--- src/design/sd2d_pkg.sv ---
package sd2d_pkg;

    localparam int FIELD_W        = 16;
    localparam int OUT_W          = 25;
    localparam int COORD_BITS_DEF = 16;
    localparam int FRAC_BITS_DEF  = 8;
    localparam int LANES          = 4;

    typedef struct packed {
        logic signed [FIELD_W-1:0] first_start_x;
        logic signed [FIELD_W-1:0] first_start_y;
        logic signed [FIELD_W-1:0] first_end_x;
        logic signed [FIELD_W-1:0] first_end_y;
        logic signed [FIELD_W-1:0] second_start_x;
        logic signed [FIELD_W-1:0] second_start_y;
        logic signed [FIELD_W-1:0] second_end_x;
        logic signed [FIELD_W-1:0] second_end_y;
    } t_item;

    typedef struct packed {
        logic             touching;
        logic [OUT_W-1:0] distance_q8;
    } t_result;

    typedef struct packed {
        logic vld;
        logic touch;
    } t_ctl;

endpackage

--- src/design/sd2d_sqrt.sv ---
module sd2d_sqrt #(
    parameter int COORD_BITS = sd2d_pkg::COORD_BITS_DEF,
    parameter int FRAC_BITS  = sd2d_pkg::FRAC_BITS_DEF
) (
    input  logic                                   i_clk,
    input  logic                                   i_rst_n,
    input  sd2d_pkg::t_ctl                         i_ctl,
    input  logic [2*COORD_BITS+2+2*FRAC_BITS-1:0]  i_y,
    output sd2d_pkg::t_ctl                         o_ctl,
    output logic [COORD_BITS+1+FRAC_BITS-1:0]      o_root
);

    localparam int YW = 2 * COORD_BITS + 2 + 2 * FRAC_BITS;
    localparam int QW = YW / 2;

    logic [QW+1:0]  r_rem  [QW];
    logic [QW-1:0]  r_root [QW];
    logic [YW-1:0]  r_y    [QW-1];
    sd2d_pkg::t_ctl r_ctl  [QW];

    for (genvar k = 0; k < QW; k++) begin : g_stg
        logic [QW+1:0]  a_rem;
        logic [QW-1:0]  a_root;
        logic [YW-1:0]  a_y;
        sd2d_pkg::t_ctl a_ctl;
        logic [QW+3:0]  t;
        logic [QW+3:0]  trial;
        logic [QW+3:0]  df;
        logic           ge;

        if (k == 0) begin : g_in
            assign a_rem  = '0;
            assign a_root = '0;
            assign a_y    = i_y;
            assign a_ctl  = i_ctl;
        end else begin : g_mid
            assign a_rem  = r_rem[k-1];
            assign a_root = r_root[k-1];
            assign a_y    = r_y[k-1];
            assign a_ctl  = r_ctl[k-1];
        end

        assign t     = {a_rem, a_y[YW-1 -: 2]};
        assign trial = (QW+4)'({a_root, 2'b01});
        assign ge    = t >= trial;
        assign df    = t - trial;

        always_ff @(posedge i_clk) begin
            if (!i_rst_n) begin
                r_ctl[k] <= '0;
            end else begin
                r_ctl[k] <= a_ctl;
            end
        end

        always_ff @(posedge i_clk) begin
            r_rem[k]  <= ge ? df[QW+1:0] : t[QW+1:0];
            r_root[k] <= {a_root[QW-2:0], ge};
        end

        if (k < QW - 1) begin : g_ysh
            always_ff @(posedge i_clk) begin
                r_y[k] <= {a_y[YW-3:0], 2'b00};
            end
        end
    end

    assign o_ctl  = r_ctl[QW-1];
    assign o_root = r_root[QW-1];

    a_rem_bound: assert property (@(posedge i_clk) disable iff (!i_rst_n)
        r_ctl[QW-1].vld |-> r_rem[QW-1] <= (QW+2)'({r_root[QW-1], 1'b0}))
        else $error("Root remainder exceeds twice the root.");

endmodule

--- config.mk ---
export PLATFORM = sky130hd
export DESIGN_NAME = sd2d_sqrt
export DESIGN_NICKNAME = d
export VERILOG_FILES = /design/src/design/sd2d_pkg.sv /design/src/design/sd2d_sqrt.sv
export SDC_FILE = /design/constraint.sdc
export NUM_CORES = 2
export LEC_CHECK = 0
export ABC_AREA = 1
export BUFFER_PORTS_ARGS = -buffer_cell sky130_fd_sc_hd__buf_2
export CORE_MARGIN = 2
export CORE_UTILIZATION = 28
export DETAILED_ROUTE_END_ITERATION = 16
export GPL_ROUTABILITY_DRIVEN = 0
export SYNTH_ARGS = -nofsm -noshare
export SYNTH_HDL_FRONTEND = slang
export SYNTH_SLANG_ARGS = --single-unit
--- constraint.sdc ---
create_clock -name i_clk -period 2.35 [get_ports i_clk]
set_input_delay 0.47 -clock i_clk [delete_from_list [all_inputs] [get_ports i_clk]]
set_output_delay 0.47 -clock i_clk [all_outputs]
set_load 0.01 [all_outputs]
==> results_dict.tcl <==
set metrics [dict create \
    rsz0062_at_grt "yes" \
    avgSynthCellArea_um2 7.06 \
    crit_required_ns 3.11 \
    synth_compound_area_share_pct 3.73 \
    via_per_inst 4.22 \
    worstHoldStart "i_rst_n" \
    crit_type "flop to flop" \
    timing.rr.start "r_root[21][15]" \
    dp_hpwl_um 144000 \
    routed_wl_um 180000 \
    io_pins 81 \
    grt-ovfl-total 0 \
    synthesis.nets 10524 \
    grt_pass1_vias 56046 \
    ys_warn_count 0 \
    slew_headroom_pct 56.2 \
    synth_cells 10118 \
    cp_common_cell "nand2_1" \
    clockBufferDepth 3 \
    finalHoldViolations 0 \
    crit_start "r_root[21][15]" \
    multi_input_area_mm2 0.0321 \
    num_vias 59316 \
    die-area_mm2 0.259 \
    synth.area.mux_share_pct 0 \
    grt_max_degree 51 \
    htreeDepth 4 \
    synth_xor_area_share_pct 2.97 \
    ys_seq_area_share_pct 44.4 \
    yosysUniqueCellTypes 50 \
    io_buffers 80 \
    nFillCells 27064 \
    insertion_delay_ns 0.87 \
    fmax_mhz 442 \
    ys.flop_type "dfxtp_1" \
    ant_nets 0 \
    finalSetupTns_ns 0 \
    core_mm2 0.254 \
    path_buf_inv 3 \
    drv_slew 0 \
    post_drt_wl_per_cell_um 12.8 \
    drt_iter0_drc 3784 \
    synth_area_leaders "dfxtp_1, nand2_1, inv_1" \
    fin_util_pct 33.0 \
    dieWidth_um 509 \
    p_total_mw 84.0 \
    globalRouteTotalUtil_pct 13.6 \
    crit_chain "inv_1 > ha_1 > nand2_1 > nor2_1 > nand2_1 > nor2_1 > nand2_1 > inv_1 > nor2_4 > buf_12 > nand2_1 > nand2_1" \
    yosys.area_share.simple_pct 31.8 \
    yosysTopAreaCell "dfxtp_1" \
    synth-async-reset-ratio_pct 0 \
    syn_area_mm2 0.0715 \
    cellLeakagePower_nw 45.6 \
    ys_seq_elements 1586 \
    stdcell_count 14068 \
    drtPass1Iterations 6 \
    setup_viol 0 \
    cp-end-kind "flop" \
    rows 185 \
    place_area_mm2 0.0771 \
    dp_cells 13695 \
    clockRootBuffer "clkbuf_16" \
    worstPathArrival_ns 3.02 \
    drive_above_1_share_pct 7.43 \
    cpLargestDelayFamily "simple AND/OR/NAND/NOR gates" \
    finalCritPeriodShare_pct 96.3 \
    synthAdderAreaFrac_pct 6.16 \
    critPathSlowestCell "dfxtp_1" \
    min_period_ns 2.26 \
    outcome "completed" \
    powerDensity_mw_per_mm2 1000 \
    stdcell_area_mm2 0.0839 \
    peakVddDrop_mv 0.755 \
    skew_ns 0.104 \
    cts_buffers 169 \
    r2r_setup_slack_ns 0.09 \
    worstPathMaxFanout 25 \
    synth_top_family_by_area "simple AND/OR/NAND/NOR gates" \
    critical-path-max-stage-delay_ns 0.44 \
    area_growth_pct 17.3 \
    route.detailed.drc 0 \
    hp-class "input port to flop" \
    cts_tree "done" \
    start_util_pct 28.2 \
    clock_sinks 1586 \
    synth_top_area_share_pct 44.4 \
    grt_pass1_wl_um 287000 \
    tightest_slew_ns 0.652 \
    clkTransAtPathRegs_ns 0.07 \
    start_kind "flop" \
    die_h_um 509 \
    antenna_found_initial 1 \
    cap_violations 0 \
    seq_area_mm2 0.0318 \
    nNetsFinal 10969 \
    synth-edff-count 0 \
]
[repair_timing]
action | CTS | global route
gates resized for setup | 1 | 42
hold buffers | 53 | 0
hold endpoints to repair | 53 | 0
pin swaps | 0 | 5
setup buffers | 0 | 7
endpoints found under the setup margin | 2 | 197
cloned | 0 | 3
[through the flow]
| stage | hold WS (ns) | setup slack (ns) |
|---|---|---|
| floorplan | 0.310 | 0.566 |
| global placement | 0.310 | -0.0872 |
| detailed placement | 0.312 | -0.0891 |
| CTS | 0.0496 | 0.0179 |
| global route | 0.0668 | -0.0464 |
| finish | 0.103 | 0.0870 |
[cell type report]
cell class / count / area share, %
sequential: 1586 / 37.9
timing repair buffer: 350 / 3.22
clock inverter: 95 / 1.70
tap: 3366 / 5.02
multi-input combinational: 6577 / 38.3
inverter: 1879 / 8.45
clock buffer: 214 / 5.48
antenna: 1 / 0.00298
[metal layers]
layer	part of all wire [%]	track usage, %
met1	46	17.7
met2	45	22.9
met3	4.6	1.86
met4	3.6	5.30
met5	0	0
[cells in the mapped netlist (56+ instances only)]
library cell	number
nand2_1	3693
inv_1	1856
dfxtp_1	1586
nor2_1	766
nand3_1	526
ha_1	352
a21oi_1	266
xor2_1	186
nand4_1	149
o21ai_0	129
nor3_1	100
nand3b_1	92
xnor2_1	56
[power by group]
group / internal, mW / switching [mW] / leakage [nW]
Clock: 16.3 / 11.6 / 2.88
Sequential: 31.5 / 3.86 / 13.3
Combinational: 7.45 / 13.3 / 29.5
[state kept, by name, summed over array words and instances, names as in the netlist]
name and cells:
r_ctl 50, r_rem 611, r_root 325, r_y 600
[final timing paths]
path,cells past startpoint,to
worst max register to register,12,r_rem[2][165]
worst min register to register,0,r_y[0][140]
worst min-delay path,4,r_ctl[0][1]
worst max-delay path,12,r_rem[2][165]
[logic make-up (layout without fill, tap and decap cells)]
family,count (synthesis),in the layout
xor gates and xnor gates,242,242
buffers and inverters,1958,2538
DFF,1586,1586
adders and majority gates,352,352
and+or+nand+nor,5495,5498
AOI/OAI and AO/OA,484,484
other,1,2
[tightest hold or removal path: cells and delay by family]
family	cells	cell delay, ns
and+or+nand+nor	1	0.08
buffers and inverters	3	0.31
[layout by cell type (no fill, tap or decap), drive strengths merged]
master	instances
and3	11
nor2b	1
xor2	186
a21boi	2
nor3b	8
o21bai	8
clkbuf	214
dlygate4sd3	53
conb	1
ha	352
xnor2	56
o21ai	151
o2111ai	1
nor2	818
nor4	1
and2	34
nand3	532
a21o	5
nor3	107
inv	1885
o211ai	5
bufinv	19
clkinv	54
a21oi	312
diode	1
or2	24
clkinvlp	16
buf	297
nand3b	92
nor4b	1
nand2	3720
dfxtp	1586
nand4	149
No activity file was read; power rests on OpenSTA's default activity.
